<file path="config.mk">
export PLATFORM = sky130hd
export DESIGN_NAME = rtmm_front_flat
export DESIGN_NICKNAME = d
export VERILOG_FILES = /design/src/hw/rtl/rtmm_pkg.sv /design/src/hw/rtl/rtmm_if.sv /design/src/hw/rtl/rtmm_front.sv /design/src/flat_wrapper.sv
export SDC_FILE = /design/constraint.sdc
export NUM_CORES = 1
export LEC_CHECK = 0
export BUFFER_PORTS_ARGS = -buffer_cell sky130_fd_sc_hd__buf_2
export CELL_PAD_IN_SITES_DETAIL_PLACEMENT = 0
export CELL_PAD_IN_SITES_GLOBAL_PLACEMENT = 2
export CORE_MARGIN = 1.5
export CORE_UTILIZATION = 16
export DETAILED_ROUTE_END_ITERATION = 10
export GPL_TIMING_DRIVEN = 0
export PLACE_DENSITY = 0.95
export SYNTH_ARGS = -nofsm -noshare
export SYNTH_HDL_FRONTEND = slang
export SYNTH_SLANG_ARGS = --single-unit
</file>
<file path="constraint.sdc">
create_clock -name clk_i -period 2.9 [get_ports clk_i]
set_clock_uncertainty 0.1 [all_clocks]
set_input_delay 0.435 -clock clk_i [delete_from_list [all_inputs] [get_ports clk_i]]
set_output_delay 0.435 -clock clk_i [all_outputs]
set_load 0.005 [all_outputs]
</file>
<file path="src/hw/rtl/rtmm_pkg.sv">
package rtmm_pkg;

  // Matrix size limits
  localparam int MAX_DIM = 16;
  localparam int DIM_LIM = (MAX_DIM < 16) ? MAX_DIM : 16;
  localparam int IDX_W   = $clog2(MAX_DIM);
  localparam int COL_W   = $clog2(DIM_LIM);
  localparam int CNT_W   = $clog2(DIM_LIM + 1);
  localparam int B_AW    = 2 * IDX_W;
  localparam int B_DEPTH = 2 ** B_AW;

  // Field widths
  localparam int VAL_W = 16;
  localparam int ACC_W = 40;
  localparam int PRD_W = 32;
  localparam int TAG_W = 8;
  localparam int REG_W = 5;

  // Command queue
  localparam int QDEPTH = 4;
  localparam int QPTR_W = $clog2(QDEPTH);

  // Configuration port
  localparam int PADDR_W = 3;
  localparam int PDATA_W = 32;
  localparam logic REG_INNER_DIM = 1'b0;
  localparam logic REG_OUT_COLS  = 1'b1;

  // Operation codes
  localparam logic OP_LOAD = 1'b0;
  localparam logic OP_ROW  = 1'b1;

  // Effective dimensions
  typedef struct packed {
    logic [CNT_W-1:0] kdim;
    logic [CNT_W-1:0] ncol;
  } rtmm_cfg_t;

  // Classified command between front and back
  typedef struct packed {
    logic                    is_load;
    logic [B_AW-1:0]         waddr;
    logic signed [VAL_W-1:0] value;
    logic [TAG_W-1:0]        tag;
    logic                    row_end;
    logic                    mac_en;
    logic [COL_W-1:0]        k;
    logic [CNT_W-1:0]        ncol;
  } rtmm_cmd_t;

  // Clamp a register value to [1, DIM_LIM]
  function automatic logic [CNT_W-1:0] clamp_dim(input logic [REG_W-1:0] v);
    logic [CNT_W-1:0] r;
    if (v == '0) begin
      r = CNT_W'(1);
    end else if (int'(v) > DIM_LIM) begin
      r = CNT_W'(DIM_LIM);
    end else begin
      r = CNT_W'(v);
    end
    return r;
  endfunction

endpackage

</file>
<file path="src/hw/rtl/rtmm_if.sv">
interface rtmm_in_if;
  logic                            valid;
  logic                            ready;
  logic                            operation;
  logic [3:0]                      b_row;
  logic [3:0]                      b_col;
  logic signed [rtmm_pkg::VAL_W-1:0] value;
  logic [rtmm_pkg::TAG_W-1:0]      row_tag;
  logic                            row_end;

  modport source (output valid, operation, b_row, b_col, value, row_tag, row_end,
                  input ready);
  modport sink (input valid, operation, b_row, b_col, value, row_tag, row_end,
                output ready);
endinterface


</file>
<file path="src/hw/rtl/rtmm_front.sv">
module rtmm_front (
  input  logic                clk_i,
  input  logic                rst_ni,
  rtmm_in_if.sink             in_i,
  input  rtmm_pkg::rtmm_cfg_t cfg_i,
  input  logic                q_full_i,
  output logic                push_o,
  output rtmm_pkg::rtmm_cmd_t cmd_o
);

  logic [rtmm_pkg::CNT_W-1:0] cnt_q, cnt_d;
  logic                       accept;
  logic                       in_range;
  logic                       mac_en;

  assign in_i.ready = !q_full_i;
  assign accept     = in_i.valid && in_i.ready;

  // Classify the transaction
  assign in_range = (int'(in_i.b_row) < rtmm_pkg::DIM_LIM) &&
                    (int'(in_i.b_col) < rtmm_pkg::DIM_LIM);
  assign mac_en   = cnt_q < cfg_i.kdim;

  always_comb begin
    cmd_o.is_load = (in_i.operation == rtmm_pkg::OP_LOAD);
    cmd_o.waddr   = {rtmm_pkg::IDX_W'(in_i.b_row), rtmm_pkg::IDX_W'(in_i.b_col)};
    cmd_o.value   = in_i.value;
    cmd_o.tag     = in_i.row_tag;
    cmd_o.row_end = in_i.row_end;
    cmd_o.mac_en  = mac_en;
    cmd_o.k       = cnt_q[rtmm_pkg::COL_W-1:0];
    cmd_o.ncol    = cfg_i.ncol;
  end

  // Drop loads outside the store
  assign push_o = accept && ((in_i.operation == rtmm_pkg::OP_ROW) || in_range);

  // Track the element index of the current row
  always_comb begin
    cnt_d = cnt_q;
    if (accept && (in_i.operation == rtmm_pkg::OP_ROW)) begin
      if (in_i.row_end) begin
        cnt_d = '0;
      end else if (mac_en) begin
        cnt_d = cnt_q + rtmm_pkg::CNT_W'(1);
      end
    end
  end

  always_ff @(posedge clk_i or negedge rst_ni) begin
    if (!rst_ni) begin
      cnt_q <= '0;
    end else begin
      cnt_q <= cnt_d;
    end
  end

endmodule

</file>
<file path="src/flat_wrapper.sv">
// flat-port wrapper written by rule: the top's interface ports become plain ports
module rtmm_front_flat 
  (clk_i, rst_ni, cfg_i, q_full_i, push_o, cmd_o, in_i_valid, in_i_operation, in_i_b_row, in_i_b_col, in_i_value, in_i_row_tag, in_i_row_end, in_i_ready);
  rtmm_in_if in_i_i ();
  input  logic clk_i;
  input  logic rst_ni;
  input  rtmm_pkg::rtmm_cfg_t cfg_i;
  input  logic q_full_i;
  output logic push_o;
  output rtmm_pkg::rtmm_cmd_t cmd_o;
  input wire logic [$bits(in_i_i.valid)-1:0] in_i_valid;
  input wire logic [$bits(in_i_i.operation)-1:0] in_i_operation;
  input wire logic [$bits(in_i_i.b_row)-1:0] in_i_b_row;
  input wire logic [$bits(in_i_i.b_col)-1:0] in_i_b_col;
  input wire logic [$bits(in_i_i.value)-1:0] in_i_value;
  input wire logic [$bits(in_i_i.row_tag)-1:0] in_i_row_tag;
  input wire logic [$bits(in_i_i.row_end)-1:0] in_i_row_end;
  output wire logic [$bits(in_i_i.ready)-1:0] in_i_ready;
  assign in_i_i.valid = in_i_valid;
  assign in_i_i.operation = in_i_operation;
  assign in_i_i.b_row = in_i_b_row;
  assign in_i_i.b_col = in_i_b_col;
  assign in_i_i.value = in_i_value;
  assign in_i_i.row_tag = in_i_row_tag;
  assign in_i_i.row_end = in_i_row_end;
  assign in_i_ready = in_i_i.ready;
  rtmm_front u_core (.clk_i(clk_i), .rst_ni(rst_ni), .in_i(in_i_i), .cfg_i(cfg_i), .q_full_i(q_full_i), .push_o(push_o), .cmd_o(cmd_o));
endmodule
</file>
== Word level (Yosys, flattened, before mapping) ==
Cells that the tools add are included.
Storage, ports and cells
  register bits after elaboration: 5
  output and inout bits: 46
  word-level logic and storage cells: 11
Operators by class
  add/subtract/negate cells: 1
  order comparisons: 1
  mux-type cells: 2
  bitwise operators: 1
  reduce and logical (&&, ||, !) cells: 5
Operators with widths (count)
  $mux 5: 2
  $add 5x1->5 const B: 1
  $lt 5x5->1: 1
  $logic_and 1x1->1: 2
  $reduce_and 2->1: 1
  $reduce_bool 2->1: 1
  $logic_not 1->1: 1
  $not 1->1: 1

== Logic depth before layout (Yosys ltp) ==
Gate-level depths: netlist (run 1).
  depth after elaboration: 4
  gate-level depth with buffers: 7

== Worst setup path before layout (run 1) ==
No wires, ideal clock.
  path type: input to output
  from: in cfg_i[7] (netlist name)
  to: out cmd_o[9] (netlist name)
  arrival time: 1.408 ns
  required time: 2.365 ns
  setup slack: 0.957 ns
  stages on the path: 6
  path buffers: 1
  cells stage by stage: inv_1 -> ha_1 -> a21oi_4 -> o21ai_2 -> a31oi_4 -> buf_4
Between the ends
  longest elaborated chain between the ends: 1
Ends and longest elaborated chain
  start, declared: line flat_wrapper.sv:7  | input rtmm_pkg::rtmm_cfg_t cfg_i;
  $lt 5x5->1: line rtmm_front.sv:22  | assign mac_en = cnt_q < cfg_i.kdim;
  end, declared: line flat_wrapper.sv:10  | output rtmm_pkg::rtmm_cmd_t cmd_o;
No other way between the ends.

== Worst setup path after layout (run 1) ==
  from: reg u_core.cnt_q[2] (netlist name)
  to: out cmd_o[9] (netlist name)
Between the ends
  longest elaborated chain between the ends: 1
Ends and longest elaborated chain
  start, declared: line rtmm_front.sv:11  | logic [rtmm_pkg::CNT_W-1:0] cnt_q, cnt_d;
  start signal, assigned: line rtmm_front.sv:54  | cnt_q <= cnt_d;
  $lt 5x5->1: line rtmm_front.sv:22
No other way between the ends.

==> out/results.tsv, run 1 <==
metric	value	unit
run status	finished clean	
Clock Latency Late Sink	0.22	ns
Worst EP required	2.37	ns
Highest Signal Layer	met4	
Final Hold Fails	0	
first-pass GRT wire length	2400	um
# IOs	94	
Finished Layout Cells	206	
initial antenna violation count	0	
post-placement cell count	201	
syn avg cell area	8.39	um2
RSZ-0062 raised after global routing	no	
DR iter-0 viols	20	
kind of critical path	reg -> out	
Critical Path AT	1.88	ns
total number of vias	769	
fraction of registers with async set/reset	100	%
routed len/inst	8.06	um
clk sinks	5	
Min-Delay Path Class	in -> reg	
Synth area leader	buf_4	
Die ar.	0.00525	mm2
diode count	0	
max cap viols	0	
critical path startpoint category	register	
post-layout util	24.9	%
synth top area cells	buf_4 (42%), dfrtp_1 (16%), ha_1 (8.1%)	
Critical Path End Type	output pin	
Die Height	72.5	um
clk root buf	clkbuf_8	
Reg area	125	um2
Port Buffers	55	
Routed Antenna Nets	0	
wl on met1	682	um
pin count of the biggest net entering global routing	11	
FMAX	414	MHz
synthesized area	772	um2
worst reg2reg setup slack	0.83	ns
Largest regs	u_core.cnt_q (5)	
Routability Congestion	0.715	
Total Power	0.000492	W
peak supply drop	147	uV
number of flops mapped to enable cells by yosys	0	
Synth top area share	41.8	%
pwr/cell area	421	mW/mm2
footprint of the multi-input gates	297	um2
# Post-CTS Setup Buffers	0	
Yosys cell types	28	
nets@finish	206	
syn_nets	145	
drt pass-1 iters	4	
Rel. slew slack	76.9	%
vias per std cell	3.73	
met3 WL	233	um
Worst-Margin Slew	0.346	ns
number of flip-flops in the largest register	5	
yosys warns	0	
grt ovf	0	
gr usage total	6.00	%
setup TNS	0	ns
Final period util	83.2	%
Layout fillers	508	
Synth Flop Type	dfrtp_1	
Leak Pwr	0.674	nW
area delta synth->final	51.5	%
Residual DRC	0	
Yosys reg bits	5	
Worst-path clk slew	0.04	ns
DP Wirelength	1370	um
CTS-repair resized insts	0	
die width	72.5	um
Seq/Total Area, Yosys	16.2	%
Core Box Area	0.00469	mm2
Max clock buf depth	2	
CTS tree	built	
Cells after Synth	92	
met2 wire len	735	um
H-Tree Depth	1	
Initial Util	16.5	%
Crit Path Max Fanout	10	
final setup fails	0	
vias in the first global route	544	
post-layout min period	2.41	ns
total CTS buffers	3	
share of post-route cells with drive strength above 1	70.4	%
DRT Wirelength	1660	um
# rows	25	
Largest Register	u_core.cnt_q	
fin. max-slew vios	0	
[critical path: stages (launching register included)]
cell	delay, ns
dfrtp_1	0.47
ha_1	0.36
a21oi_4	0.13
o21ai_2	0.08
a31oi_4	0.35
buf_4	0.17
buf_2	0.10
[cell families (layout without fill, tap and decap cells)]
kind of cell	count (synthesis)	after routing	synth area share [%]
and+or+nand+nor	19	19	13.8
adders and majority gates	5	5	8.10
DFF	5	5	16.2
muxes	1	1	1.30
buffers and inverters	50	110	45.4
AOI/OAI and AO/OA	12	12	15.2
[synth_stat cells, types with 2 or more instances]
cell and number:
inv_1 6, nor3_1 2, nand2_1 5, and3_1 3, buf_4 43, dfrtp_1 5
nand2b_1 2, nor4_1 2, ha_1 5
[where the power goes]
part           internal, W  leakage (nW)  switching, W
sequential       0.0000878        0.0531     0.0000377
clock            0.0000943        0.0228     0.0000339
combinational     0.000145         0.598     0.0000936
total             0.000327         0.674      0.000165
[stage by stage]
step | hold WS, ns | setup slack [ns] | cell area (um2)
final | 0.435 | 0.486 | 1170
after global routing | 0.448 | 0.374 | 1170
after CTS | 0.434 | 0.468 | 1170
after detailed placement | 0.161 | 0.668 | 1110
after global placement | 0.156 | 0.669 | 1110
after floorplan | 0.0394 | 0.957 | 772
[cell usage in the layout (no fill, tap or decap), types with 2 or more instances in the layout]
cell	instances
and3_1	3
buf_2	55
buf_4	43
clkbuf_8	3
dfrtp_1	5
ha_1	5
inv_1	6
nand2_1	5
nand2b_1	2
nor3_1	2
nor4_1	2
[final cells by class]
| class | instances | share of cell area [%] |
|---|---|---|
| multi-input combinational | 37 | 25.3 |
| inverter | 6 | 1.93 |
| buffer | 44 | 28.0 |
| tap | 54 | 5.78 |
| clock buffer | 4 | 3.85 |
| timing repair buffer | 56 | 24.4 |
| sequential | 5 | 10.7 |
[metal layers]
layer / vias up / GRT usage, %
li1: 386 / -
met1: 322 / 7.02
met2: 59 / 9.05
met3: 2 / 3.75
met4: 0 / 1.89
met5: - / 0
[path summary, 6_finish.rpt]
| kind | end | depth (start not counted) | start |
|---|---|---|---|
| worst min-delay path | u_core.cnt_q[1] | 2 | in_i_row_end |
| worst max-delay path | cmd_o[9] | 6 | u_core.cnt_q[2] |
| min in group asynchronous | u_core.cnt_q[2] | 2 | rst_ni |
| worst min register to register | u_core.cnt_q[4] | 1 | u_core.cnt_q[4] |
| worst max register to register | u_core.cnt_q[4] | 6 | u_core.cnt_q[2] |
| max in group asynchronous | u_core.cnt_q[4] | 2 | rst_ni |
[repair_timing]
item / 4_1_cts / 5_1_grt
endpoints found under the setup margin: 0 / 0
hold buffers: 1 / 0
hold endpoints to repair: 5 / 0
Power figures use the tool's default switching activity.
==> run 2, diff against run 1 <==
--- a/config.mk
+++ b/config.mk
@@ -5,14 +5,15 @@
 export SDC_FILE = /design/constraint.sdc
 export NUM_CORES = 1
 export LEC_CHECK = 0
+export ABC_AREA = 1
 export BUFFER_PORTS_ARGS = -buffer_cell sky130_fd_sc_hd__buf_2
 export CELL_PAD_IN_SITES_DETAIL_PLACEMENT = 0
 export CELL_PAD_IN_SITES_GLOBAL_PLACEMENT = 2
 export CORE_MARGIN = 1.5
-export CORE_UTILIZATION = 16
+export CORE_UTILIZATION = 14
 export DETAILED_ROUTE_END_ITERATION = 10
 export GPL_TIMING_DRIVEN = 0
-export PLACE_DENSITY = 0.95
+export PLACE_DENSITY = 0.89
 export SYNTH_ARGS = -nofsm -noshare
 export SYNTH_HDL_FRONTEND = slang
 export SYNTH_SLANG_ARGS = --single-unit
==> constraint.sdc (replaced) <==
create_clock -name clk_i -period 2.35 [get_ports clk_i]
set_clock_uncertainty 0.1 [all_clocks]
set_input_delay 0.3525 -clock clk_i [delete_from_list [all_inputs] [get_ports clk_i]]
set_output_delay 0.3525 -clock clk_i [all_outputs]
set_load 0.005 [all_outputs]
==> out/results.tsv, run 2 <==
metric	value	unit	change
Worst Reg-to-Reg Cells	8		+2
peak supply drop	125	uV	-15%
Layout fillers	586		+15%
fin area	0.00120	mm2	+2.2%
kind of critical path	reg -> out		
DP Wirelength	1480	um	+8.2%
Cells after Synth	110		+20%
run status	finished clean		
Crit Path Max Fanout	8		-2
clk sinks	5		unchanged
first-pass GRT wire length	2480	um	+3.2%
cell with the most instances after synthesis	buf_4		
drt pass-1 iters	4		unchanged
Leak Pwr	0.740	nW	+9.8%
yosys warns	0		unchanged
Die ar.	0.00598	mm2	+14%
RSZ-0062 raised after global routing	no		
routed len/inst	6.85	um	-15%
total number of vias	782		+1.7%
max cap viols	0		unchanged
Synth top area share	41.7	%	-0.068 points
Total Power	0.000456	W	-7.3%
Synth area leader	buf_4		
Reg area	125	um2	unchanged
Worst EP required	1.90	ns	-0.47 ns
crit-path cells	ha_1 > nand2_1 > nand2_1 > nand2_1 > nand2_1 > nor2_2 > buf_4 > buf_2		
Core Box Area	0.00520	mm2	+11%
Crit path max-delay family	flip-flops		
# Post-CTS Setup Buffers	0		unchanged
pin count of the biggest net entering global routing	9		-2
Synth Flop Type	dfrtp_1		
CTS tree	built		
max incr delay on CP	0.47	ns	about the same
Routed Antenna Nets	0		unchanged
grt ovf	0		unchanged
vias per std cell	3.24		-13%
Routability Congestion	0.745		+4.3%
nets@finish	225		+9.2%
# rows	26		+4.0%
cell depth of the worst setup path	8		+2
synth top area cells	buf_4 (42%), dfrtp_1 (16%), nand2_1 (11%)		
Critical Path AT	1.68	ns	-0.20 ns
area delta synth->final	54.7	%	
syn_nets	163		+12%
pwr/cell area	381	mW/mm2	-9.3%
DR iter-0 viols	26		+30%
Worst-Margin Slew	0.305	ns	-0.0407 ns
Die Height	77.3	um	+6.7%
syn avg cell area	7.03	um2	-16%
die width	77.3	um	+6.7%
FMAX	469	MHz	
leading cell type in the layout, fill and taps excluded	buf_2		
worst hold slack	0.367	ns	-0.0679 ns
Worst Hold Path Cells	4		+2
gr usage total	4.94	%	-1.1 points
initial antenna violation count	0		unchanged
Final Hold Fails	0		unchanged
synthesized area	773	um2	+0.16%
critical path startpoint category	register		
Worst-path clk slew	0.03	ns	about the same
Largest Register	u_core.cnt_q		
Yosys reg bits	5		unchanged
Yosys cell types	14		-50%
Initial Util	14.9	%	-1.6 points
DRT Wirelength	1650	um	-0.60%
CTS-repair resized insts	0		unchanged
diode count	0		unchanged
post-route worst setup slack	0.217	ns	-0.269 ns
number of flops mapped to enable cells by yosys	0		unchanged
Worst Path Buf+Inv	2		unchanged
Final period util	90.8	%	
Residual DRC	0		unchanged
slowest CP cell	dfrtp_1		
H-Tree Depth	1		unchanged
Top cell by count, worst path	nand2_1		
Seq/Total Area, Yosys	16.2	%	-0.026 points
Min-Delay Path Class	in -> reg		
final setup fails	0		unchanged
Rel. slew slack	79.6	%	+2.6 points
Critical Path End Type	output pin		
setup TNS	0	ns	unchanged
placed inst area	0.00114	mm2	+2.4%
highest-count cells in the layout ignoring fill and taps	buf_2 (56), buf_4 (43), nand2_1 (23)		
fraction of registers with async set/reset	100	%	unchanged
post-layout min period	2.13	ns	
Commonest cells post-synth	buf_4 (43), nand2_1 (23), inv_1 (12)		
Clock Latency Late Sink	0.21	ns	about the same
share of post-route cells with drive strength above 1	62.0	%	-8.4 points
vias in the first global route	656		+21%
total CTS buffers	3		unchanged
Largest regs	u_core.cnt_q (5)		
# IOs	94		unchanged
footprint of the multi-input gates	280	um2	-5.5%
DP Worst Slack	0.415	ns	-0.254 ns
Port Buffers	56		+1.8%
fin. max-slew vios	0		unchanged
clk root buf	clkbuf_8		
number of flip-flops in the largest register	5		unchanged
Max clock buf depth	2		unchanged
## run 2: final cells by class
| type | instances | share of cell area [%] |
|---|---|---|
| timing repair buffer | 57 | 24.3 |
| inverter | 12 | 3.77 |
| tap | 70 | 7.32 |
| clock buffer | 4 | 3.77 |
| buffer | 43 | 27.0 |
| multi-input combinational | 50 | 23.4 |
| sequential | 5 | 10.5 |
## run 2: cells by family after synthesis
logic type / after synthesis / share of synthesized area, %
buf+inv: 55 / 47.6
simple gates: 42 / 25.4
fa+ha+maj: 5 / 8.09
flops: 5 / 16.2
compound gates: 2 / 1.62
xor+xnor: 1 / 1.13
## run 2: worst register-to-register path: cells and delay by family (launching register included)
family / cells / cell delay, ns
and+or+nand+nor: 7 / 0.63
DFF: 1 / 0.47
adders and majority gates: 1 / 0.35
## run 2: repair_timing
action	4_1_cts	5_1_grt
hold endpoints to repair	5	0
hold buffers	1	0
setup endpoints to repair	0	0
## run 2: worst paths after layout
kind / startpoint / slack, ns / endpoint
setup / recovery: u_core.cnt_q[2] / 0.22 / cmd_o[9]
hold reg to reg: u_core.cnt_q[4] / 0.45 / u_core.cnt_q[4]
min in group asynchronous: rst_ni / 0.38 / u_core.cnt_q[4]
setup reg to reg: u_core.cnt_q[2] / 0.74 / u_core.cnt_q[0]
hold / removal: in_i_row_end / 0.37 / u_core.cnt_q[3]
max in group asynchronous: rst_ni / 1.64 / u_core.cnt_q[1]
## run 2: per-layer routing
| metal | vias to the layer above | wire, um | GRT usage [%] |
|---|---|---|---|
| li1 | 422 | - | - |
| met1 | 301 | 682 | 5.41 |
| met2 | 59 | 766 | 9.82 |
| met3 | 0 | 202 | 0.714 |
| met4 | 0 | 0 | 1.09 |
| met5 | - | 0 | 0 |
## run 2: report_power, final
part	internal, W	leakage, nW	switching [W]	total (W)
Clock	0.000116	0.0228	0.0000374	0.000153
Sequential	0.0000968	0.0673	0.0000205	0.000117
Combinational	0.000114	0.650	0.0000710	0.000185
## run 2: stage by stage
stage               instances  util [%]
floorplan                 110         -
global placement          236      21.9
detailed placement        236      21.9
CTS                       241      23.0
global route              241      23.0
finish                    241      23.0
