[src/hw/rtl/rtmm_pkg.sv]
package rtmm_pkg;

  // Matrix size limits
  localparam int MAX_DIM = 16;
  localparam int DIM_LIM = (MAX_DIM < 16) ? MAX_DIM : 16;
  localparam int IDX_W   = $clog2(MAX_DIM);
  localparam int COL_W   = $clog2(DIM_LIM);
  localparam int CNT_W   = $clog2(DIM_LIM + 1);
  localparam int B_AW    = 2 * IDX_W;
  localparam int B_DEPTH = 2 ** B_AW;

  // Field widths
  localparam int VAL_W = 16;
  localparam int ACC_W = 40;
  localparam int PRD_W = 32;
  localparam int TAG_W = 8;
  localparam int REG_W = 5;

  // Command queue
  localparam int QDEPTH = 4;
  localparam int QPTR_W = $clog2(QDEPTH);

  // Configuration port
  localparam int PADDR_W = 3;
  localparam int PDATA_W = 32;
  localparam logic REG_INNER_DIM = 1'b0;
  localparam logic REG_OUT_COLS  = 1'b1;

  // Operation codes
  localparam logic OP_LOAD = 1'b0;
  localparam logic OP_ROW  = 1'b1;

  // Effective dimensions
  typedef struct packed {
    logic [CNT_W-1:0] kdim;
    logic [CNT_W-1:0] ncol;
  } rtmm_cfg_t;

  // Classified command between front and back
  typedef struct packed {
    logic                    is_load;
    logic [B_AW-1:0]         waddr;
    logic signed [VAL_W-1:0] value;
    logic [TAG_W-1:0]        tag;
    logic                    row_end;
    logic                    mac_en;
    logic [COL_W-1:0]        k;
    logic [CNT_W-1:0]        ncol;
  } rtmm_cmd_t;

  // Clamp a register value to [1, DIM_LIM]
  function automatic logic [CNT_W-1:0] clamp_dim(input logic [REG_W-1:0] v);
    logic [CNT_W-1:0] r;
    if (v == '0) begin
      r = CNT_W'(1);
    end else if (int'(v) > DIM_LIM) begin
      r = CNT_W'(DIM_LIM);
    end else begin
      r = CNT_W'(v);
    end
    return r;
  endfunction

endpackage

[src/hw/rtl/rtmm_queue.sv]
module rtmm_queue (
  input  logic                clk_i,
  input  logic                rst_ni,
  input  logic                push_i,
  input  rtmm_pkg::rtmm_cmd_t data_i,
  output logic                full_o,
  input  logic                pop_i,
  output rtmm_pkg::rtmm_cmd_t data_o,
  output logic                empty_o
);

  rtmm_pkg::rtmm_cmd_t         mem_q [rtmm_pkg::QDEPTH];
  logic [rtmm_pkg::QPTR_W-1:0] wptr_q, rptr_q;
  logic [rtmm_pkg::QPTR_W:0]   cnt_q;

  assign full_o  = (int'(cnt_q) == rtmm_pkg::QDEPTH);
  assign empty_o = (cnt_q == '0);
  assign data_o  = mem_q[rptr_q];

  // Store entries
  always_ff @(posedge clk_i) begin
    if (push_i) begin
      mem_q[wptr_q] <= data_i;
    end
  end

  // Advance pointers and fill count
  always_ff @(posedge clk_i or negedge rst_ni) begin
    if (!rst_ni) begin
      wptr_q <= '0;
      rptr_q <= '0;
      cnt_q  <= '0;
    end else begin
      if (push_i) begin
        wptr_q <= wptr_q + rtmm_pkg::QPTR_W'(1);
      end
      if (pop_i) begin
        rptr_q <= rptr_q + rtmm_pkg::QPTR_W'(1);
      end
      if (push_i && !pop_i) begin
        cnt_q <= cnt_q + (rtmm_pkg::QPTR_W + 1)'(1);
      end else if (pop_i && !push_i) begin
        cnt_q <= cnt_q - (rtmm_pkg::QPTR_W + 1)'(1);
      end
    end
  end

endmodule

[config.mk]
export PLATFORM = sky130hd
export DESIGN_NAME = rtmm_queue
export DESIGN_NICKNAME = d
export VERILOG_FILES = /design/src/hw/rtl/rtmm_pkg.sv /design/src/hw/rtl/rtmm_queue.sv
export SDC_FILE = /design/constraint.sdc
export NUM_CORES = 1
export LEC_CHECK = 0
export BUFFER_PORTS_ARGS = -buffer_cell sky130_fd_sc_hd__buf_2
export CORE_ASPECT_RATIO = 1.2
export CORE_MARGIN = 1
export CORE_UTILIZATION = 57
export CTS_CLUSTER_SIZE = 12
export DETAILED_ROUTE_END_ITERATION = 8
export PLACE_DENSITY = 0.79
export SLEW_MARGIN = 20
export SYNTH_ARGS = -nofsm -noshare
export SYNTH_HDL_FRONTEND = slang
export SYNTH_SLANG_ARGS = --single-unit
[constraint.sdc]
create_clock -name clk_i -period 2.7 [get_ports clk_i]
set_clock_uncertainty 0.2 [all_clocks]
set_input_delay 0.135 -clock clk_i [delete_from_list [all_inputs] [get_ports clk_i]]
set_output_delay 0.135 -clock clk_i [all_outputs]
set_load 0.01 [all_outputs]
Yosys cells after proc, flatten, opt, wreduce, memory -nomap -nowiden:

Memory sizes are Yosys's and may differ from the RTL's.
Index checks and enable logic that the tools add are counted.

* register bits: 7
* latch bits: 0
* RAM bits: 176
* memory bits (read-only): 0
* input bits: 48
* output and inout port bits: 46
* logic and storage cells: 19
* memories kept: 1

Memory list
* mem_q: depth 4, bits a word 44, rd ports 1, clocked after Yosys merged registers in 0, wr ports 1, RTL line rtmm_queue.sv:12 `rtmm_pkg::rtmm_cmd_t mem_q [rtmm_pkg::QDEPTH];`

* $add $sub $neg: 4
* multipliers: 0
* divide/modulo/power cells: 0
* order comparisons: 0
* equal/unequal tests: 1
* shift-type cells: 0
* mux-type cells: 4
* bitwise gates (word level): 0
* reductions and logical operators: 6

Operators by type and width (number)
* 3-bit two-way mux: 2
* 2-bit by 1-bit adder with 2-bit output, second input constant: 2
* 3-bit by 1-bit adder with 3-bit output, second input constant: 1
* 3-bit equality test, second input constant: 1
* 3-bit zero test: 1
* 3-bit by 1-bit subtractor with 3-bit output, second input constant: 1
* 1-bit logical AND: 2
* 1-bit zero test: 2
* 1-bit two-way mux: 2
* 2-bit nonzero test: 1

Depth between registers and ports, before layout:

Gate-level depths: netlist of the first run.

* word-level depth: 4
* gate-level depth with buffers: 7
* gate-level depth less buffers: 7

Worst setup path before layout of the first run:

Ideal clock, no wire load.

* path kind: register to register
* start: register wptr_q[0] (netlist name)
* end: memory mem_q[2][0] (netlist name), enable pin
* setup time: 0.406 ns
* data arrival time: 1.673 ns
* path slack: 0.421 ns
* stages on the path, launching flop included: 4
* clock period less this slack: 2.279 ns
* cells stage by stage: dfrtp_1 inv_1 ha_1 and2_1

RTL lines
* start, declared: RTL line rtmm_queue.sv:13 `logic [rtmm_pkg::QPTR_W-1:0] wptr_q, rptr_q;`
* start signal, assigned: RTL line rtmm_queue.sv:35 `wptr_q <= wptr_q + rtmm_pkg::QPTR_W'(1);`
* end, declared: RTL line rtmm_queue.sv:12

No word-level cell before the write port.

==> results of run 1 <==
-- placed cells by master, fill, tap and decap left out, drive strengths merged, types with 4 or more instances in the layout --
cell / instances
mux4: 44
ha: 5
edfxtp: 176
and2: 4
clkbuf: 17
dlygate4sd3: 48
dfrtp: 7
inv: 11
buf: 100
xor2: 4
-- through the flow --
stage | setup slack, ns | hold slack (ns) | cell area (um^2) | std cells | util (%)
detailed placement | 0.5737 | -0.2216 | 7488 | 511 | 64.44
CTS | 0.1047 | 0.2481 | 8584 | 591 | 73.87
global route | 0.02042 | 0.2639 | 8584 | 591 | 73.87
global placement | 0.5710 | -0.2226 | 7488 | 511 | 64.44
finish | 0.1802 | 0.2750 | 8584 | 591 | 73.87
floorplan | 0.4211 | -0.3606 | 6805 | 264 | -
-- flip-flops by register name, summed over array words and instances, names as in the netlist --
register / flops
mem_q: 176
rptr_q: 2
wptr_q: 2
cnt_q: 3
-- timing repair --
| action | in CTS | in global routing |
|---|---|---|
| hold buffers | 48 | 0 |
| endpoints found under the hold margin | 188 | 0 |
| setup endpoints to repair | 0 | 0 |
| setup buffers | 0 | 0 |
-- final cells by class --
cell class | count | area, um^2 | area share, %
Multi-Input combinational cell | 67 | 1219 | 14.20
Timing Repair Buffer | 148 | 1074 | 12.51
Clock inverter | 15 | 190.2 | 2.215
Clock buffer | 17 | 425.4 | 4.956
Inverter | 4 | 15.01 | 0.1749
Sequential cell | 183 | 5465 | 63.66
Tap cell | 157 | 196.4 | 2.288
-- power by group through the flow --
stage	Sequential (mW)	Clock, mW	Combinational, mW
floorplan	3.89	0	1.74
global placement	4.05	0	2.33
detailed placement	4.10	0	2.35
CTS	4.05	2.57	2.43
global route	4.09	2.68	2.58
finish	4.03	2.52	2.38
-- worst reg2reg max path, cell delays in order (launching register included) --
cell and delay [ns]:
dfrtp_1 0.43, inv_1 0.10, ha_1 0.14, and2_2 0.41, buf_12 0.28
-- cells by family after synthesis --
family / synth area share, %
AO/OA/AOI/OAI: 0.07347
buffers and inverters: 1.930
XOR/XNOR: 0.7722
adder cells (fa/ha/maj): 1.213
AND/OR/NAND/NOR: 0.7169
multiplexers: 15.06
flip-flops: 80.24
-- worst paths after layout --
kind	to	slack [ns]
setup / recovery	data_o[22]	0.18
max in group asynchronous	rptr_q[0]$_DFFE_PN0P_	1.56
hold / removal	mem_q[3][7]$_DFFE_PP_	0.28
hold reg to reg	cnt_q[2]$_DFFE_PN0P_	0.29
min in group asynchronous	cnt_q[2]$_DFFE_PN0P_	0.46
setup reg to reg	mem_q[0][31]$_DFFE_PP_	0.81
-- per-layer routing --
layer  wire, um  up-vias  GRT usage, %
met3        503       11         6.081
met4        125        0         7.518
met5          0        -             0
li1           -     1452             -
met2       6450       99         35.01
met1       4674     1662         26.24
==> flow_summary.toml, run 1 <==
[yosys]
syn_area_mm2 = 0.006805
synth.distinct_cells = 19
synth_edf_count = 176
syn-num-nets = 318
synthArstFlopShare_pct = 3.825
ys_warn_count = 0
synth_seq_cells = 183
avgSynthCellArea_um2 = 25.78
synth_ff_type = "edfxtp_1"
netlist.top_cell.by_area = "edfxtp_1"
synthTopCellsByCount = "176 x edfxtp_1, 38 x mux4_2, 7 x dfrtp_1, 6 x mux4_1"
synth_area_leaders = "edfxtp_1 78%, mux4_2 13%, dfrtp_1 2.6%, mux4_1 2.3%, buf_12 1.2%"
synth_seq_area_share_pct = 80.24
synth.most_common_cell = "edfxtp_1"
synth_top_area_share_pct = 77.66
syn_inst = 264

[hold_path]
hold_depth = 2
min_path_type = "in2reg"
min_from = "data_i[7]"

[run_status]
outcome = "complete, no violations"

[routing]
vias = 3224
post_drt_wl_per_cell_um = 19.89
drc = 0
antenna_left = 0
drt_iter0_drc = 174
wirelength_um = 11750
firstDrtPassIters = 4
vias_per_cell = 5.455

[critical_path]
crit_start = "rptr_q[0]$_DFFE_PN0P_"
slowest_delay_ns = 0.79
cp_max_fo = 28
crit_arrival_ns = 2.18
cp_top_family = "flip-flops"
crit_required_ns = 2.37
critical_path_cell_count = 3
rr_startpoint = "wptr_q[0]$_DFFE_PN0P_"
worst_r2r_path_depth = 4
startpoint_type = "register"
worstSetupPathType = "reg2out"
crit_chain = "buf_4 -> mux4_2 -> buf_2"
slowest_stage = "dfrtp_4"
crit_buf_inv = 2
end_kind = "primary output"

[clock_network]
cts_resized = 0
htree_num_levels = 4
insertion_delay_ns = 0.41
numCtsBuffers = 17
clockBufferDepth = 2
clk_pin_slew_ns = 0.07
cts_num_sinks = 183
cts_root_buf = "clkbuf_16"
cts_tree = "done"

[power_and_ir_drop]
p_switching_mw = 2.495
comb_power_share_pct = 26.7
p_leak_nw = 3.037
p_seq_share_pct = 45.1
vdd_drop_max_v = 0.0005893
switching_share_pct = 27.95
power.internal_mw = 6.433
p_per_area_mw_per_mm2 = 1040
clockPowerShare_pct = 28.2
finalPower_mw = 8.928

[global_routing]
grt_pass1_vias = 3504
grt_max_degree = 45
antenna_found_initial = 0
grt_pass1_wl_um = 18270
grt_usage_pct = 20.97
overflow = 0

[placed_design]
finalWeightedCongestion = 0.7053
port_buffers = 93
dpl.hpwl_um = 6759

[floorplan]
coreArea_mm2 = 0.01162
die_w_um = 101.7
die_area_mm2 = 0.01238
die_h_um = 121.7
io_pins = 94
start_util_pct = 58.56
rows = 43

[sta]
max-slew-margin-rel_pct = 63.00
grt_setup_unrepaired = "false"
drv_slew = 0
finalHoldViolations = 0
fin_crit_sh_pct = 93.33
tightestPinTransition_ns = 0.5549
min_period_ns = 2.520
final-setup-viol-count = 0
fin_setup_tns_ns = 0
fmax_mhz = 396.9

[layout]
final_nets = 475
nFillCells = 677
diodes = 0
drive_gt1_share_pct = 40.55
area_delta_synth_final_pct = 26.14

[job]
drv_cap = 0
No activity file was read; power rests on OpenSTA's default activity.
==> inputs of run 2 (changes only) <==
Settings changed: RECOVER_POWER set to 100.
==> run 2 against run 1 <==
Sequential power about the same. Die area unchanged. Combinational power down 5%. Fmax up 0.16%. Clock-buffer cell count unchanged. Register-to-register slack worse by 0.57 ns. Wire length up 0.19%. Critical path type unchanged. Clock power about the same. Global-route usage unchanged. Flip-flop and latch count unchanged. Hold slack better by 0.015 ns. Highest routed layer unchanged.
==> flow_summary.toml, run 2 (same netlist as run 1, synthesis figures left out) <==
[global_routing]
grt_pass1_wl_um = 18270
grt_usage_pct = 20.97
overflow = 0
grt_pass1_vias = 3504
antenna_found_initial = 0
grt_max_degree = 45

[layout]
drive_gt1_share_pct = 21.66
postLayoutCellArea_mm2 = 0.008434
regMostFlops = "mem_q"
layout_common_cells = "176 x edfxtp_1, 80 x clkbuf_1, 48 x dlygate4sd3_1"
area_delta_synth_final_pct = 23.94
largest_reg_flops = 176
final_util_pct = 72.58
final_nets = 475
diodes = 0
final_cells = 591
layout_commonest_cell = "edfxtp_1"
largestRegisters = "mem_q: 176 flops, cnt_q: 3 flops"

[sta]
fin_hold_ws_ns = 0.2904
grt_setup_unrepaired = "false"
layout_setup_ws_ns = 0.1842
drv_slew = 0
final-setup-viol-count = 0
max-slew-margin-rel_pct = 12.74
finalHoldViolations = 0
tightestPinTransition_ns = 1.309
fin_setup_tns_ns = 0
fmax_mhz = 397.5
min_period_ns = 2.516
fin_crit_sh_pct = 93.18

[floorplan]
start_util_pct = 58.56
die_w_um = 101.7
die_area_mm2 = 0.01238
die_h_um = 121.7
rows = 43
io_pins = 94
coreArea_mm2 = 0.01162

[clock_network]
clockBufferDepth = 2
clk_pin_slew_ns = 0.07
cts_setup_buffers = 0
cts_root_buf = "clkbuf_16"
insertion_delay_ns = 0.41
cts_num_sinks = 183
numCtsBuffers = 17
htree_num_levels = 4
cts_tree = "done"

[critical_path]
slowest_stage = "dfrtp_4"
startpoint_type = "register"
cp_top_family = "flip-flops"
end_kind = "primary output"
crit_chain = "buf_6 -> mux4_2 -> clkbuf_2"
worstSetupPathType = "reg2out"
crit_required_ns = 2.37
cp_max_fo = 28
slowest_delay_ns = 0.78
crit_arrival_ns = 2.18
crit_buf_inv = 2

[placed_design]
finalWeightedCongestion = 0.7053
dpl_worst_slack_ns = 0.5737
port_buffers = 93
dpl.hpwl_um = 6759
placed_cell_area_mm2 = 0.007488
dp.cells = 511

[routing]
drt_iter0_drc = 177
drc = 0
antenna_left = 0
vias_per_cell = 5.469
post_drt_wl_per_cell_um = 19.92
firstDrtPassIters = 4
vias = 3232
wirelength_um = 11780

[power_and_ir_drop]
finalPower_mw = 8.800
p_leak_nw = 2.799
vdd_drop_max_v = 0.0005659
p_per_area_mw_per_mm2 = 1043

[job]
drv_cap = 0

[hold_path]
min_path_type = "reg2reg"

[run_status]
outcome = "complete, no violations"
## run 2: cell types whose count changed in the layout (fill, tap and decap cells not counted)
cell | before | now
clkbuf_2 | 0 | 11
buf_2 | 93 | 4
buf_6 | 0 | 2
clkbuf_1 | 0 | 80
and2_2 | 4 | 2
and2_0 | 0 | 2
buf_12 | 6 | 2
## run 2: final timing paths
path,startpoint,endpoint,slack (ns),cells past startpoint
max in group asynchronous,rst_ni,rptr_q[0]$_DFFE_PN0P_,1.55,3
min in group asynchronous,rst_ni,cnt_q[2]$_DFFE_PN0P_,0.46,3
min,cnt_q[2]$_DFFE_PN0P_,cnt_q[2]$_DFFE_PN0P_,0.29,1
max,rptr_q[0]$_DFFE_PN0P_,data_o[8],0.18,3
min reg2reg,cnt_q[2]$_DFFE_PN0P_,cnt_q[2]$_DFFE_PN0P_,0.29,1
max reg2reg,wptr_q[1]$_DFFE_PN0P_,mem_q[1][31]$_DFFE_PP_,0.24,4
## run 2: routing by layer
| metal | track usage (%) | up-vias | part of all wire [%] |
|---|---|---|---|
| met4 | 7.518 | 0 | 1.1 |
| li1 | - | 1450 | - |
| met1 | 26.24 | 1674 | 39 |
| met5 | 0 | - | 0 |
| met3 | 6.081 | 10 | 4.6 |
| met2 | 35.01 | 98 | 55 |
## run 2: layout make-up
class,count,area [um^2]
fillers,721,3187
clock buffers,17,425.4
inverters,4,15.01
flip-flops and latches,183,5465
multi-input cells,67,1216
repair buffers,148,925.9
clock inverters,15,190.2
well taps,157,196.4
## run 2: power breakdown
part           switching (mW)  total (mW)  internal (mW)
clock network            1.03        2.51           1.48
registers               0.302        4.04           3.74
logic                    1.17        2.25           1.08
## run 2: worst register-to-register path: stages, from the launching register on
cell,delay [ns]
dfrtp_1,0.40
inv_1,0.11
ha_1,0.14
and2_0,0.85
buf_6,0.42
## run 2: timing repair
item,CTS,global route
hold buffers,48,0
gates resized for setup,0,0
hold endpoints to repair,188,0
==> inputs of run 3 (changes only) <==
--- a/config.mk
+++ b/config.mk
@@ -9,3 +9,3 @@
 export CORE_ASPECT_RATIO = 1.2
-export CORE_MARGIN = 1
+export CORE_MARGIN = 3
 export CORE_UTILIZATION = 57
==> constraint.sdc (replaced) <==
create_clock -name clk_i -period 2.7 [get_ports clk_i]
set_clock_uncertainty 0.2 [all_clocks]
set_input_delay 0.405 -clock clk_i [delete_from_list [all_inputs] [get_ports clk_i]]
set_output_delay 0.405 -clock clk_i [all_outputs]
set_load 0.01 [all_outputs]
==> run 3 against run 2 <==
Cell area fell by 0.31%. Total power grew 0.37%. Flip-flop and latch count did not move. Die area rose by 7.3%. Critical path type is now reg2reg. Highest routed layer unchanged.
==> flow_summary.toml, run 3 (same netlist as run 1, synthesis figures left out) <==
[layout]
final_nets = 474
final_util_pct = 72.35
postLayoutCellArea_mm2 = 0.008408
drive_gt1_share_pct = 20.09
nFillCells = 755
layout_common_cells = "176 x edfxtp_1, 93 x clkbuf_1, 42 x dlygate4sd3_1"
largestRegisters = "mem_q: 176 flops, cnt_q: 3 flops"
diodes = 0
area_delta_synth_final_pct = 23.55
regMostFlops = "mem_q"
final_cells = 590
largest_reg_flops = 176
layout_commonest_cell = "edfxtp_1"
register_area_mm2 = 0.005465
multi_input_area_mm2 = 0.001216

[global_routing]
antenna_found_initial = 0
grt_pass1_vias = 3536
grt_max_degree = 27
grt_pass1_wl_um = 19610
grt_usage_pct = 19.91
overflow = 0

[critical_path]
cp_max_fo = 12
end_kind = "register"
slowest_delay_ns = 0.83
crit_buf_inv = 1
rr_startpoint = "wptr_q[0]$_DFFE_PN0P_"
crit_required_ns = 2.56
r2r-end = "mem_q[3][15]$_DFFE_PP_"
critical_path_cell_count = 3
ff2ff_setup_slack_ns = 0.25
slowest_stage = "and2_0"
crit_start = "wptr_q[0]$_DFFE_PN0P_"
worstSetupPathType = "reg2reg"
crit_arrival_ns = 2.32
crit_end = "mem_q[3][15]$_DFFE_PP_"
crit_chain = "ha_1 -> and2_0 -> clkbuf_1"
worst_r2r_path_depth = 3
startpoint_type = "register"
cp_top_family = "simple AND/OR/NAND/NOR gates"

[floorplan]
die_area_mm2 = 0.01329
die_h_um = 125.7
die_w_um = 105.7
coreArea_mm2 = 0.01162
rows = 43
io_pins = 94
start_util_pct = 58.56

[power_and_ir_drop]
power.internal_mw = 6.245
p_per_area_mw_per_mm2 = 1050
comb_power_share_pct = 27.1
finalPower_mw = 8.832
clockPowerShare_pct = 28.4
vdd_drop_max_v = 0.0006820
p_seq_share_pct = 44.5
switching_share_pct = 29.29
p_switching_mw = 2.587
p_leak_nw = 2.761

[clock_network]
cts_resized = 0
insertion_delay_ns = 0.42
cts_tree = "done"
clk_pin_slew_ns = 0.07
clockBufferDepth = 2
numCtsBuffers = 17
htree_num_levels = 4
cts_root_buf = "clkbuf_16"
cts_num_sinks = 183

[routing]
drt_iter0_drc = 233
antenna_left = 0
wl_met2_um = 6462
routed.top_layer = "met4"
firstDrtPassIters = 5
vias_per_cell = 5.373
post_drt_wl_per_cell_um = 20.43
met3_length_um = 481
vias = 3170
met1_length_um = 4816
drc = 0
wirelength_um = 12060

[placed_design]
finalWeightedCongestion = 0.6551
dpl.hpwl_um = 7150
dp.cells = 516
placed_cell_area_mm2 = 0.007513
dpl_worst_slack_ns = 0.6569
port_buffers = 93

[sta]
fmax_mhz = 407.5
final-setup-viol-count = 0
tightestPinTransition_ns = 1.270
grt_setup_unrepaired = "false"
max-slew-margin-rel_pct = 15.33
drv_slew = 0
layout_setup_ws_ns = 0.2460
fin_hold_ws_ns = 0.07865
finalHoldViolations = 0
min_period_ns = 2.454
fin_setup_tns_ns = 0
fin_crit_sh_pct = 90.89

[job]
drv_cap = 0

[hold_path]
min_path_type = "in2reg"
hold_depth = 2

[run_status]
outcome = "complete, no violations"
run 3: cell count changes in the layout (fill, tap and decap cells not counted), moves of 2 or more:
cell / before / now
buf_12: 2 / 5
buf_6: 2 / 0
clkbuf_1: 80 / 93
clkbuf_2: 11 / 3
dlygate4sd3_1: 48 / 42
run 3: what timing repair did:
action | CTS | global route
buffers inserted | 0 | 0
hold buffers | 39 | 3
hold endpoints to repair | 153 | 12
run 3: power by group through the flow:
stage | combinational (mW) | clock (mW) | sequential [mW]
floorplan | 1.74 | 0 | 3.89
global placement | 2.50 | 0 | 3.93
detailed placement | 2.53 | 0 | 3.98
CTS | 2.58 | 2.54 | 3.93
global route | 2.61 | 2.67 | 3.98
finish | 2.40 | 2.51 | 3.93
run 3: routing by layer:
metal,GRT usage (%),vias up
met2,32.73,81
li1,-,1434
met4,8.460,0
met5,0,-
met1,25.70,1633
met3,5.023,22
run 3: final cells by class:
cell class / count / area share, %
Timing Repair Buffer: 147 / 10.79
Tap cell: 157 / 2.336
Clock buffer: 17 / 5.060
Multi-Input combinational cell: 67 / 14.46
Sequential cell: 183 / 65.00
Clock inverter: 15 / 2.173
Inverter: 4 / 0.1786
run 3: worst min-delay path by stage:
stage                              to        from  slack (ns)
2_1_floorplan    cnt_q[0]$_DFFE_PN0P_      rst_ni       -0.09
3_3_place_gp     cnt_q[1]$_DFFE_PN0P_      rst_ni        0.04
3_5_place_dp    wptr_q[1]$_DFFE_PN0P_      rst_ni        0.06
4_1_cts        mem_q[0][31]$_DFFE_PP_  data_i[31]      0.0007
5_1_grt         wptr_q[0]$_DFFE_PN0P_      push_i        0.08
6_report        wptr_q[0]$_DFFE_PN0P_      push_i        0.08
